==> src/hdl/dvrs_ram.sv <==
// Generic simple dual-port RAM: one write port, one read port, registered read.
// No dependencies.
module dvrs_ram #(
  parameter int WIDTH = 8,
  parameter int DEPTH = 256
) (
  input  logic                     clk_i,
  input  logic                     we_i,
  input  logic [$clog2(DEPTH)-1:0] waddr_i,
  input  logic [WIDTH-1:0]         wdata_i,
  input  logic                     re_i,
  input  logic [$clog2(DEPTH)-1:0] raddr_i,
  output logic [WIDTH-1:0]         rdata_o
);

  logic [WIDTH-1:0] mem_q [DEPTH];
  logic [WIDTH-1:0] rdata_q;

  // Write, and register the read word; hold it while no read is issued
  always_ff @(posedge clk_i) begin
    if (we_i) begin
      mem_q[waddr_i] <= wdata_i;
    end
    if (re_i) begin
      rdata_q <= mem_q[raddr_i];
    end
  end

  assign rdata_o = rdata_q;

endmodule

==> config.mk <==
export PLATFORM = sky130hd
export DESIGN_NAME = dvrs_ram
export DESIGN_NICKNAME = d
export VERILOG_FILES = /design/src/hdl/dvrs_ram.sv
export SDC_FILE = /design/constraint.sdc
export NUM_CORES = 2
export LEC_CHECK = 0
export CORE_ASPECT_RATIO = 0.5
export CORE_MARGIN = 2
export CORE_UTILIZATION = 30
export CTS_CLUSTER_DIAMETER = 50
export CTS_CLUSTER_SIZE = 24
export DETAILED_ROUTE_END_ITERATION = 8
export DONT_BUFFER_PORTS = 1
export SYNTH_ARGS = -nofsm -noshare
export SYNTH_HDL_FRONTEND = slang
export SYNTH_SLANG_ARGS = --single-unit
==> constraint.sdc <==
create_clock -name clk_i -period 3.4 [get_ports clk_i]
set_clock_uncertainty 0.2 [all_clocks]
set_input_delay 0.85 -clock clk_i [delete_from_list [all_inputs] [get_ports clk_i]]
set_output_delay 0.85 -clock clk_i [all_outputs]
set_load 0.02 [all_outputs]
==> results.cfg <==
[critical_path]
slowest_delay_ns = 0.52
worst-path-max-fanout = 87
crit_buf_inv = 4
crit_path_top_delay_cell = mux4_2
path_class = primary input to flip-flop
required_ns = 3.76
crit_path_end_kind = flip-flop
start_kind = primary input
path_cells = buf_16 > buf_16 > buf_16 > mux4_2 > a22o_1 > a221oi_1 > o221ai_1 > a211oi_1 > buf_4 > nor4_1
critPathTopFamily = compound AO/OA/AOI/OAI gates
cpMostUsedCell = buf_16
cp.arrival_ns = 3.70

[route]
wl_per_cell_um = 26.6
first_pass_iters = 6
via_per_inst = 5.16
vias = 40100
drt_iter0_drc = 5626
drc = 0
routed_wl_um = 207000
ant_nets = 0

[global_routing]
met2_usage_pct = 24.1
globalRoute.totalOverflow = 0
grt.met1_usage_pct = 20.9
grt_pass1_vias = 40200
grtUsageTotal_pct = 15.0
grt_pass1_wl_um = 296000
grt_max_degree = 447
grt_busiest_layer = met2
antenna_found_initial = 13
use_met3_pct = 2.45

[yosys]
synth_seq_cells = 2056
syn-cell-area_um2 = 79600
synth_edf_count = 2056
syn_nets = 3760
async_reset_ff_share_pct = 0
yosysSeqAreaShare_pct = 77.5
syn_avg_cell_area_um2 = 21.3
ys_types = 54
synthCells = 3733
synth_warnings = 0
synth_ff_type = edfxtp_1

[sta]
slew_violations = 0
tns_ns = 0
hold_viol = 0
finalSetupViolations = 0
max_clock_freq_mhz = 299
rsz0062_at_grt = false
fin_crit_ns = 3.34
worstMarginPinSlew_ns = 1.13
post-route-period-util_pct = 98.3
maxSlewHeadroom_pct = 24.5

[clock_network]
cts.sinks = 2056
clk_latency_ns = 0.82
path_clk_slew_ns = 0.08
postCtsSetupBuffers = 0
cts_root_buf = clkbuf_16
h-tree-depth = 4
cts_tree = built
cts-buffers-inserted = 157
cts_buffer_depth = 3

[floorplanning]
start_util_pct = 30.2
pin_count = 35
die_area_um2 = 270000
die_x_um = 733
die_y_um = 368
num_rows = 133
core_um2 = 263000

[outcome]
status = complete, no violations

[power]
vdd_ir_drop_max_mv = 0.448
leakage_nw = 28.7
powerDensity_nw_per_um2 = 541

[place]
place_hpwl_um = 114000
place_area_um2 = 86200
place_congestion = 0.813
port_buffers = 0

[cells_and_area]
final_nets = 4156
synthToLayoutAreaGrowth_pct = 16.1
final_area_um2 = 92400
fill_cells = 24100
drive_gt1_share_pct = 28.5

[run]
max_cap_violations = 0

[worst_hold_path]
hp-class = primary input to flip-flop
synthesized netlist by cell type (10+ instances only):
| library cell | n | area share [%] |
|---|---|---|
| clkbuf_1 | 111 | 0.52 |
| mux4_2 | 454 | 13 |
| buf_1 | 22 | 0.10 |
| o211ai_1 | 10 | 0.094 |
| nor3_1 | 22 | 0.14 |
| mux2i_1 | 134 | 1.7 |
| a221oi_1 | 13 | 0.14 |
| nor4_1 | 24 | 0.19 |
| nand4_1 | 10 | 0.079 |
| a22oi_1 | 133 | 1.3 |
| buf_6 | 21 | 0.30 |
| buf_4 | 27 | 0.25 |
| nand2_1 | 33 | 0.16 |
| a211oi_1 | 16 | 0.15 |
| buf_2 | 31 | 0.19 |
| a21oi_1 | 96 | 0.60 |
| o221ai_1 | 46 | 0.51 |
| buf_8 | 13 | 0.25 |
| o21ai_0 | 10 | 0.063 |
| o22ai_1 | 28 | 0.22 |
| nand3_1 | 34 | 0.21 |
| nor2_1 | 282 | 1.3 |
| edfxtp_1 | 2056 | 78 |
| nor2b_1 | 31 | 0.24 |
power by group:
part           leakage (nW)  internal, mW  switching, mW
Combinational          7.46         0.957           1.16
Clock                  2.70          10.1           9.83
Sequential             18.5          27.9         0.0769
Total                  28.7          39.0           11.1
state kept, by name (all words and copies together), names as in the netlist:
| signal | flops |
|---|---|
| mem_q | 2048 |
| rdata_o | 8 |
worst register-to-register path: cells and delay by family, from the launching register on:
| kind | cells | cell delay (ns) |
|---|---|---|
| multiplexers | 1 | 0.49 |
| buffers and inverters | 2 | 0.40 |
| AO/OA/AOI/OAI | 3 | 0.83 |
| flip-flops | 1 | 0.36 |
| AND/OR/NAND/NOR | 2 | 0.33 |
through the flow:
stage / utilization [%] / instances / total power, mW / hold slack, ns / setup slack (ns)
floorplan: - / 3733 / 29.9 / 0.664 / 0.274
global placement: 32.7 / 7453 / 30.4 / 0.768 / -2.15
detailed placement: 32.7 / 7453 / 30.4 / 0.761 / -2.27
CTS: 35.1 / 7768 / 50.3 / 0.000170 / 0.0518
global route: 35.1 / 7771 / 51.4 / 0.0140 / 0.0123
finish: 35.1 / 7772 / 50.0 / 0.0690 / 0.0564
routing by layer:
layer | routed length [um] | share of wire (%) | up-vias
li1 | - | - | 16500
met1 | 85500 | 41 | 21400
met2 | 98500 | 48 | 1839
met3 | 17100 | 8.3 | 294
met4 | 5780 | 2.8 | 4
met5 | 22 | 0.011 | -
path summary, 6_finish.rpt:
kind | from | endpoint | slack (ns) | cells after the start
min | wdata_i[6] | mem_q[34][6] | 0.07 | 0
max | raddr_i[0] | rdata_o[3] | 0.06 | 10
max reg2reg | mem_q[83][3] | rdata_o[3] | 0.56 | 8
min reg2reg | mem_q[133][6] | rdata_o[6] | 0.97 | 5
final cells by class:
type / instances / area, um^2 / share of cell area, %
clock inverter: 124 / 1530 / 1.66
multi-input combinational: 1442 / 16500 / 17.8
tap: 3510 / 4390 / 4.75
antenna: 1 / 2.50 / 0.00271
clock buffer: 167 / 4090 / 4.43
sequential: 2056 / 61700 / 66.8
timing repair buffer: 470 / 4190 / 4.53
inverter: 2 / 7.51 / 0.00812
what timing repair did:
action / 4_1_cts / 5_1_grt
endpoints found under the setup margin: 8 / 8
resized for setup: 0 / 2
hold buffers: 16 / 1
gates cloned: 8 / 2
endpoints found under the hold margin: 660 / 2
layout by cell type, fill, tap and decap left out, types with 6 or more instances in the layout:
| cell | count |
|---|---|
| o221ai_1 | 46 |
| mux4_2 | 454 |
| clkinv_1 | 7 |
| nand4_1 | 10 |
| nor2b_1 | 28 |
| o211ai_1 | 10 |
| o21ai_0 | 10 |
| a22oi_1 | 133 |
| clkinvlp_4 | 12 |
| a21oi_1 | 96 |
| nand2b_1 | 8 |
| dlygate4sd3_1 | 10 |
| clkinv_8 | 25 |
| clkinv_4 | 9 |
| buf_12 | 15 |
| a22o_1 | 8 |
| o22ai_1 | 28 |
| bufinv_16 | 10 |
| edfxtp_1 | 2056 |
| nor3_1 | 22 |
| and2_1 | 6 |
| clkbuf_16 | 165 |
| bufbuf_16 | 6 |
| a211oi_1 | 16 |
| inv_8 | 16 |
| a221oi_1 | 13 |
| nor2_1 | 279 |
| inv_6 | 32 |
| inv_12 | 8 |
| buf_4 | 424 |
| buf_16 | 13 |
| nor4_1 | 22 |
| mux2i_1 | 134 |
| nand3_1 | 34 |
| nand2_1 | 33 |
cell families after synthesis:
logic type	after synthesis	synth area share (%)
and+or+nand+nor	466	2.63
AOI/OAI and AO/OA	385	3.42
muxes	591	14.6
buffers and inverters	235	1.83
DFF	2056	77.5
No activity file was read; power rests on OpenSTA's default activity.
