File: src/hdl/dvrs_pkg.sv
// Shared types and constants for the distance-vector route solver.
// Used by the relaxation engine and the top level.
package dvrs_pkg;

  // Table geometry and cost width
  localparam int MAX_NODES  = 32;
  localparam int NODE_BITS  = $clog2(MAX_NODES);
  localparam int CNT_BITS   = NODE_BITS + 1;
  localparam int COST_BITS  = 10;
  localparam int ADDR_BITS  = 2 * NODE_BITS;
  localparam int CELLS      = MAX_NODES * MAX_NODES;
  localparam int ROUTE_BITS = 1 + NODE_BITS + COST_BITS;

  // Request payload widths
  localparam int IN_BITS  = 24;
  localparam int OUT_BITS = 24;

  // Action codes of an input request
  localparam logic [1:0] ACT_WRITE   = 2'd0;
  localparam logic [1:0] ACT_COMPUTE = 2'd1;
  localparam logic [1:0] ACT_QUERY   = 2'd2;

  // Status codes of a result
  localparam logic [1:0] STS_WRITTEN   = 2'd0;
  localparam logic [1:0] STS_CONVERGED = 2'd1;
  localparam logic [1:0] STS_ANSWER    = 2'd2;

  // Configuration register indexes
  localparam logic CFG_NODE_COUNT  = 1'b0;
  localparam logic CFG_UNREACHABLE = 1'b1;

  // One routing table entry: best cost plus next hop
  typedef struct packed {
    logic                 valid;
    logic [NODE_BITS-1:0] hop;
    logic [COST_BITS-1:0] cost;
  } route_t;

  // Memory port requests issued by the relaxation engine
  typedef struct packed {
    logic                 link_re;
    logic [ADDR_BITS-1:0] link_raddr;
    logic                 route_re;
    logic [ADDR_BITS-1:0] route_raddr;
    logic                 route_we;
    logic [ADDR_BITS-1:0] route_waddr;
    route_t               route_wdata;
  } mem_req_t;

endpackage

File: src/hdl/dvrs_engine.sv
// Relaxation engine: builds the routing table from the link matrix, then
// relaxes it pass by pass until nothing changes. Depends on dvrs_pkg.
module dvrs_engine
  import dvrs_pkg::*;
(
  input  logic                 clk_i,
  input  logic                 rst_ni,
  input  logic                 start_i,
  input  logic [CNT_BITS-1:0]  node_count_i,
  input  logic [COST_BITS-1:0] unreach_i,
  input  logic [COST_BITS-1:0] link_rdata_i,
  input  route_t               route_rdata_i,
  output mem_req_t             req_o,
  output logic                 done_o
);

  typedef enum logic [2:0] {
    E_IDLE,
    E_INIT,
    E_IDRAIN,
    E_RLOAD,
    E_RSCAN,
    E_RDRAIN,
    E_RWRITE
  } eng_state_e;

  eng_state_e           state_q, state_d;
  logic [NODE_BITS-1:0] i_q, i_d, j_q, j_d, k_q, k_d;
  logic [NODE_BITS-1:0] last_q, last_d;
  logic                 pv_q, pv_d;
  logic [NODE_BITS-1:0] pk_q, pk_d;
  logic                 ld_q, ld_d;
  logic                 iw_q, iw_d;
  logic [ADDR_BITS-1:0] iwa_q, iwa_d;
  route_t               cur_q, cur_d;
  logic                 chg_q, chg_d;
  logic                 done_q, done_d;

  logic [CNT_BITS-1:0]  n_eff;
  logic                 hop_ok;
  logic [COST_BITS-1:0] b_cost;
  logic [COST_BITS:0]   sum;
  logic                 take;
  logic                 j_end, i_end;

  // Clamp the node count to the table size
  assign n_eff = (node_count_i > CNT_BITS'(MAX_NODES)) ? CNT_BITS'(MAX_NODES) : node_count_i;

  // Initial hop: the destination itself when a link exists off the diagonal
  assign hop_ok = (link_rdata_i != unreach_i) &&
                  (iwa_q[ADDR_BITS-1:NODE_BITS] != iwa_q[NODE_BITS-1:0]);

  // Candidate sum; the current cell is forwarded when the neighbor is the source
  assign b_cost = (pk_q == i_q) ? cur_q.cost : route_rdata_i.cost;
  assign sum    = {1'b0, link_rdata_i} + {1'b0, b_cost};
  assign take   = pv_q && (link_rdata_i != unreach_i) && (b_cost != unreach_i) &&
                  ({1'b0, cur_q.cost} > sum);

  assign j_end = (j_q == last_q);
  assign i_end = (i_q == last_q);

  always_comb begin
    state_d = state_q;
    i_d     = i_q;
    j_d     = j_q;
    k_d     = k_q;
    last_d  = last_q;
    pv_d    = 1'b0;
    pk_d    = pk_q;
    ld_d    = 1'b0;
    iw_d    = 1'b0;
    iwa_d   = iwa_q;
    cur_d   = cur_q;
    chg_d   = chg_q;
    done_d  = 1'b0;
    req_o   = '0;

    // Write back one initial entry in the cycle after its link read
    if (iw_q) begin
      req_o.route_we          = 1'b1;
      req_o.route_waddr       = iwa_q;
      req_o.route_wdata.cost  = link_rdata_i;
      req_o.route_wdata.valid = hop_ok;
      req_o.route_wdata.hop   = hop_ok ? iwa_q[NODE_BITS-1:0] : '0;
    end

    // Capture the cell under relaxation
    if (ld_q) begin
      cur_d = route_rdata_i;
    end

    // Take a strictly lower sum through neighbor pk
    if (take) begin
      cur_d.cost  = sum[COST_BITS-1:0];
      cur_d.hop   = pk_q;
      cur_d.valid = 1'b1;
      chg_d       = 1'b1;
    end

    unique case (state_q)
      E_IDLE: begin
        if (start_i) begin
          if (n_eff == '0) begin
            done_d = 1'b1;
          end else begin
            last_d  = NODE_BITS'(n_eff - CNT_BITS'(1));
            i_d     = '0;
            j_d     = '0;
            state_d = E_INIT;
          end
        end
      end
      E_INIT: begin
        req_o.link_re    = 1'b1;
        req_o.link_raddr = {i_q, j_q};
        iw_d             = 1'b1;
        iwa_d            = {i_q, j_q};
        if (j_end) begin
          j_d = '0;
          if (i_end) begin
            i_d     = '0;
            state_d = E_IDRAIN;
          end else begin
            i_d = i_q + NODE_BITS'(1);
          end
        end else begin
          j_d = j_q + NODE_BITS'(1);
        end
      end
      E_IDRAIN: begin
        chg_d   = 1'b0;
        state_d = E_RLOAD;
      end
      E_RLOAD: begin
        req_o.route_re    = 1'b1;
        req_o.route_raddr = {i_q, j_q};
        ld_d              = 1'b1;
        k_d               = '0;
        state_d           = E_RSCAN;
      end
      E_RSCAN: begin
        req_o.link_re     = 1'b1;
        req_o.link_raddr  = {i_q, k_q};
        req_o.route_re    = 1'b1;
        req_o.route_raddr = {k_q, j_q};
        pv_d              = 1'b1;
        pk_d              = k_q;
        if (k_q == last_q) begin
          state_d = E_RDRAIN;
        end else begin
          k_d = k_q + NODE_BITS'(1);
        end
      end
      E_RDRAIN: begin
        state_d = E_RWRITE;
      end
      E_RWRITE: begin
        req_o.route_we    = 1'b1;
        req_o.route_waddr = {i_q, j_q};
        req_o.route_wdata = cur_q;
        state_d           = E_RLOAD;
        if (j_end) begin
          j_d = '0;
          if (i_end) begin
            i_d = '0;
            // Repeat the pass while anything changed
            if (chg_q) begin
              chg_d = 1'b0;
            end else begin
              done_d  = 1'b1;
              state_d = E_IDLE;
            end
          end else begin
            i_d = i_q + NODE_BITS'(1);
          end
        end else begin
          j_d = j_q + NODE_BITS'(1);
        end
      end
      default: state_d = E_IDLE;
    endcase
  end

  // Control state
  always_ff @(posedge clk_i or negedge rst_ni) begin
    if (!rst_ni) begin
      state_q <= E_IDLE;
      pv_q    <= 1'b0;
      ld_q    <= 1'b0;
      iw_q    <= 1'b0;
      chg_q   <= 1'b0;
      done_q  <= 1'b0;
    end else begin
      state_q <= state_d;
      pv_q    <= pv_d;
      ld_q    <= ld_d;
      iw_q    <= iw_d;
      chg_q   <= chg_d;
      done_q  <= done_d;
    end
  end

  // Counters and datapath
  always_ff @(posedge clk_i) begin
    i_q    <= i_d;
    j_q    <= j_d;
    k_q    <= k_d;
    last_q <= last_d;
    pk_q   <= pk_d;
    iwa_q  <= iwa_d;
    cur_q  <= cur_d;
  end

  assign done_o = done_q;

endmodule

File: config.mk
export PLATFORM = sky130hd
export DESIGN_NAME = dvrs_engine
export DESIGN_NICKNAME = d
export VERILOG_FILES = /design/src/hdl/dvrs_pkg.sv /design/src/hdl/dvrs_engine.sv
export SDC_FILE = /design/constraint.sdc
export NUM_CORES = 1
export LEC_CHECK = 0
export ABC_AREA = 1
export BUFFER_PORTS_ARGS = -buffer_cell sky130_fd_sc_hd__buf_2
export CORE_UTILIZATION = 39
export CTS_BUF_LIST = sky130_fd_sc_hd__clkbuf_8
export DETAILED_ROUTE_END_ITERATION = 6
export GPL_ROUTABILITY_DRIVEN = 1
export PLACE_DENSITY = 0.69
export SYNTH_ARGS = -nofsm -noshare
export SYNTH_HDL_FRONTEND = slang
export SYNTH_SLANG_ARGS = --single-unit
File: constraint.sdc
create_clock -name clk_i -period 5.5 [get_ports clk_i]
set_input_delay 0.825 -clock clk_i [delete_from_list [all_inputs] [get_ports clk_i]]
set_output_delay 0.825 -clock clk_i [all_outputs]
set_load 0.03 [all_outputs]
==> qor.yml <==
outcome:
  status: "finished clean"
sta:
  rsz0062_at_grt: "no"
  fin_crit_sh_pct: 89.7
  finalHoldViolCount: 0
  finalSetupTns_ps: 0
  final-max-slew-violation-count: 0
  worst_pin_slew_ps: 898
  finalCriticalPeriod_ps: 4930
  finalSetupViolCount: 0
  fin_ws_ps: 568
  relSlewSlack_pct: 39.3
  fin_skew_ps: 6.01
  fmax_mhz: 203
power_and_ir_drop:
  power_switching_mw: 0.340
  seqPwrFrac_pct: 46.8
  p_comb_share_pct: 21.7
  p_leak_nw: 2.55
  pwr-share-clk_pct: 31.5
  power_density_nw_per_um2: 218
  ir_worst_vdd_mv: 0.110
  netSwitchingFraction_pct: 29.8
  p_int_mw: 0.803
drt:
  vias: 4293
  drt-wirelength-per-cell_um: 16.1
  routed_via_density: 5.32
  drt_first_iter_violations: 302
  antenna_left: 0
  first_pass_iters: 5
  drc: 0
  routed_wirelength_um: 13000
worst_hold_path:
  hold_path.class: "in2async"
floorplan:
  coreArea_um2: 10900
  io_pins: 95
  dieArea_um2: 11800
  die_h_um: 108
  start_util_pct: 40.4
  row_count: 38
  die_w_um: 108
clock_tree:
  cts_resized: 0
  cts_inserted_buffers: 9
  cts_hold_repair.buffers: 0
  cts-root-buf: "clkbuf_8"
  numClockSinks: 59
  cts_tree: "built"
  cts_buffer_depth: 2
  clk_latency_ps: 340
  htreeDepth: 3
  clk_pin_slew_ps: 60
  cts_setup_buffers: 0
global_route:
  grt_max_degree: 19
  grt_pass1_wl_um: 20400
  grt_pass1_vias: 4093
  antenna_found_initial: 0
  grt_usage_pct: 23.0
  grt_overflow: 0
synth:
  post-synth-top-count-cell: "nand2_1"
  synth_cell_types: 42
  synth_nets: 632
  syn_inst: 561
  syn_area_um2: 4420
  synth.area.top_cells: "edfxtp_1 34%, nand2_1 12%, ha_1 7.1%, inv_1 6.4%, xor2_1 5.0%"
  ys_warn_count: 0
  synth_edf_count: 50
  synth_top_area_share_pct: 34.0
  synth_common_cells: "147 x nand2_1, 75 x inv_1, 50 x edfxtp_1"
  syn_avg_cell_area_um2: 7.88
  synthFlopType: "edfxtp_1"
  ys_ff_latch: 59
  async_flop_share_pct: 13.6
  ys_seq_area_share_pct: 38.9
  synth_top_area_cell: "edfxtp_1"
critical_path:
  arrival_ps: 4960
  worstSetupStartpointType: "register"
  crit_type: "reg2reg"
  required_ps: 5530
  critPathMostFrequentCell: "nand2_1"
  worst_r2r_path_depth: 26
  worst-path-buf-inv: 4
  worstSetupPathDepth: 26
  cp-end-kind: "register"
  max_stage_delay_ps: 500
  critical_path.slowest_cell: "edfxtp_1"
  regToRegSetupSlack_ps: 570
  path_delay_family: "simple AND/OR/NAND/NOR gates"
  crit_fanout: 18
final_layout:
  areaGrowthSynthToFinish_pct: 18.6
  antennaDiodeCount: 0
  drive_gt1_share_pct: 19.8
  nNetsFinal: 733
placed_design:
  gp_congestion: 0.941
  post-dp-hpwl_um: 10600
  port_buffers: 94
  dp_slack_ps: 270
flow_run:
  maxCapViolCount: 0
final timing paths:
| path | startpoint | to |
|---|---|---|
| setup / recovery | i_q[2]$_SDFFCE_PP0P_ | cur_q[3]$_DFFE_PP_ |
| hold / removal | rst_ni | done_o$_DFF_PN0_ |
| setup reg to reg | i_q[2]$_SDFFCE_PP0P_ | cur_q[3]$_DFFE_PP_ |
| hold reg to reg | state_q[1]$_DFFE_PN0P_ | state_q[2]$_DFFE_PN0P_ |
| max in group asynchronous | rst_ni | chg_q$_DFF_PN0_ |
| min in group clk_i | state_q[1]$_DFFE_PN0P_ | state_q[2]$_DFFE_PN0P_ |
logic make-up (layout without fill, tap and decap cells):
logic type	count (synthesis)	in the layout	synth area share (%)
AO/OA/AOI/OAI	83	83	10.9
XOR/XNOR	37	37	7.50
adder cells (fa/ha/maj)	26	26	7.53
buffers and inverters	86	192	7.67
flip-flops	59	59	38.9
AND/OR/NAND/NOR	270	270	27.5
sequential cells by signal, indices dropped and copies added, names as in the netlist, 3 cells and up:
name / count
cur_q: 16
i_q: 5
iwa_q: 10
j_q: 5
k_q: 5
last_q: 5
pk_q: 5
state_q: 3
stage by stage:
step           util [%]  area [um^2]  hold WS (ps)  power (mW)  instances
2_1_floorplan         -         4420           470       0.702        561
3_3_place_gp       46.2         5050           488       0.779        791
3_5_place_dp       46.2         5050           492       0.786        791
4_1_cts            47.9         5230           304        1.14        807
5_1_grt            47.9         5240           304        1.20        807
6_report           47.9         5240           313        1.14        807
placed cells by master (no fill, tap or decap), drive strengths merged, types with 13 or more instances in the layout:
| cell type | synthesis | routed |
|---|---|---|
| nor2 | 48 | 48 |
| xor2 | 25 | 25 |
| nand3 | 40 | 40 |
| buf | 3 | 98 |
| nand2 | 150 | 150 |
| o22ai | 14 | 14 |
| nand4 | 13 | 13 |
| ha | 25 | 25 |
| edfxtp | 50 | 50 |
| inv | 78 | 81 |
| o21ai | 34 | 34 |
| a21oi | 21 | 21 |
worst register-to-register path, stage by stage, from the launching register on:
cell	delay (ps)
edfxtp_1	500
inv_2	160
nand2_1	60
nand2_1	160
nor2_8	80
nand3_4	190
nand2_1	100
nand2_1	100
ha_1	180
inv_1	60
fa_1	400
nor2_1	120
a211oi_1	70
o21ai_0	370
inv_1	100
o21ai_0	210
xor2_1	220
inv_1	70
ha_1	280
and3_1	200
nand4_1	70
nand3b_1	80
a21oi_1	120
nand3_1	80
nor2_1	220
nand2_4	180
nand2_4	230
power by group through the flow:
stage / combinational, mW / sequential (mW) / clock (mW)
global route: 0.280 / 0.537 / 0.385
finish: 0.248 / 0.535 / 0.360
CTS: 0.243 / 0.535 / 0.365
floorplan: 0.167 / 0.535 / 0
detailed placement: 0.242 / 0.545 / 0
global placement: 0.234 / 0.545 / 0
cell type report:
type	instances	area (um^2)
Fill cell	1088	5690
Multi-Input combinational cell	416	2370
Tap cell	140	175
Timing Repair Buffer	98	500
Clock buffer	12	165
Sequential cell	59	1720
Clock inverter	4	18.8
Inverter	78	293
per-layer routing:
layer	global-route usage [%]	wire length, um	up-vias
met1	28.8	5460	2002
met5	0	0	-
met2	38.6	6300	175
met3	4.94	846	28
li1	-	-	2088
met4	8.88	368	0
(Power assumes the default switching activity.)
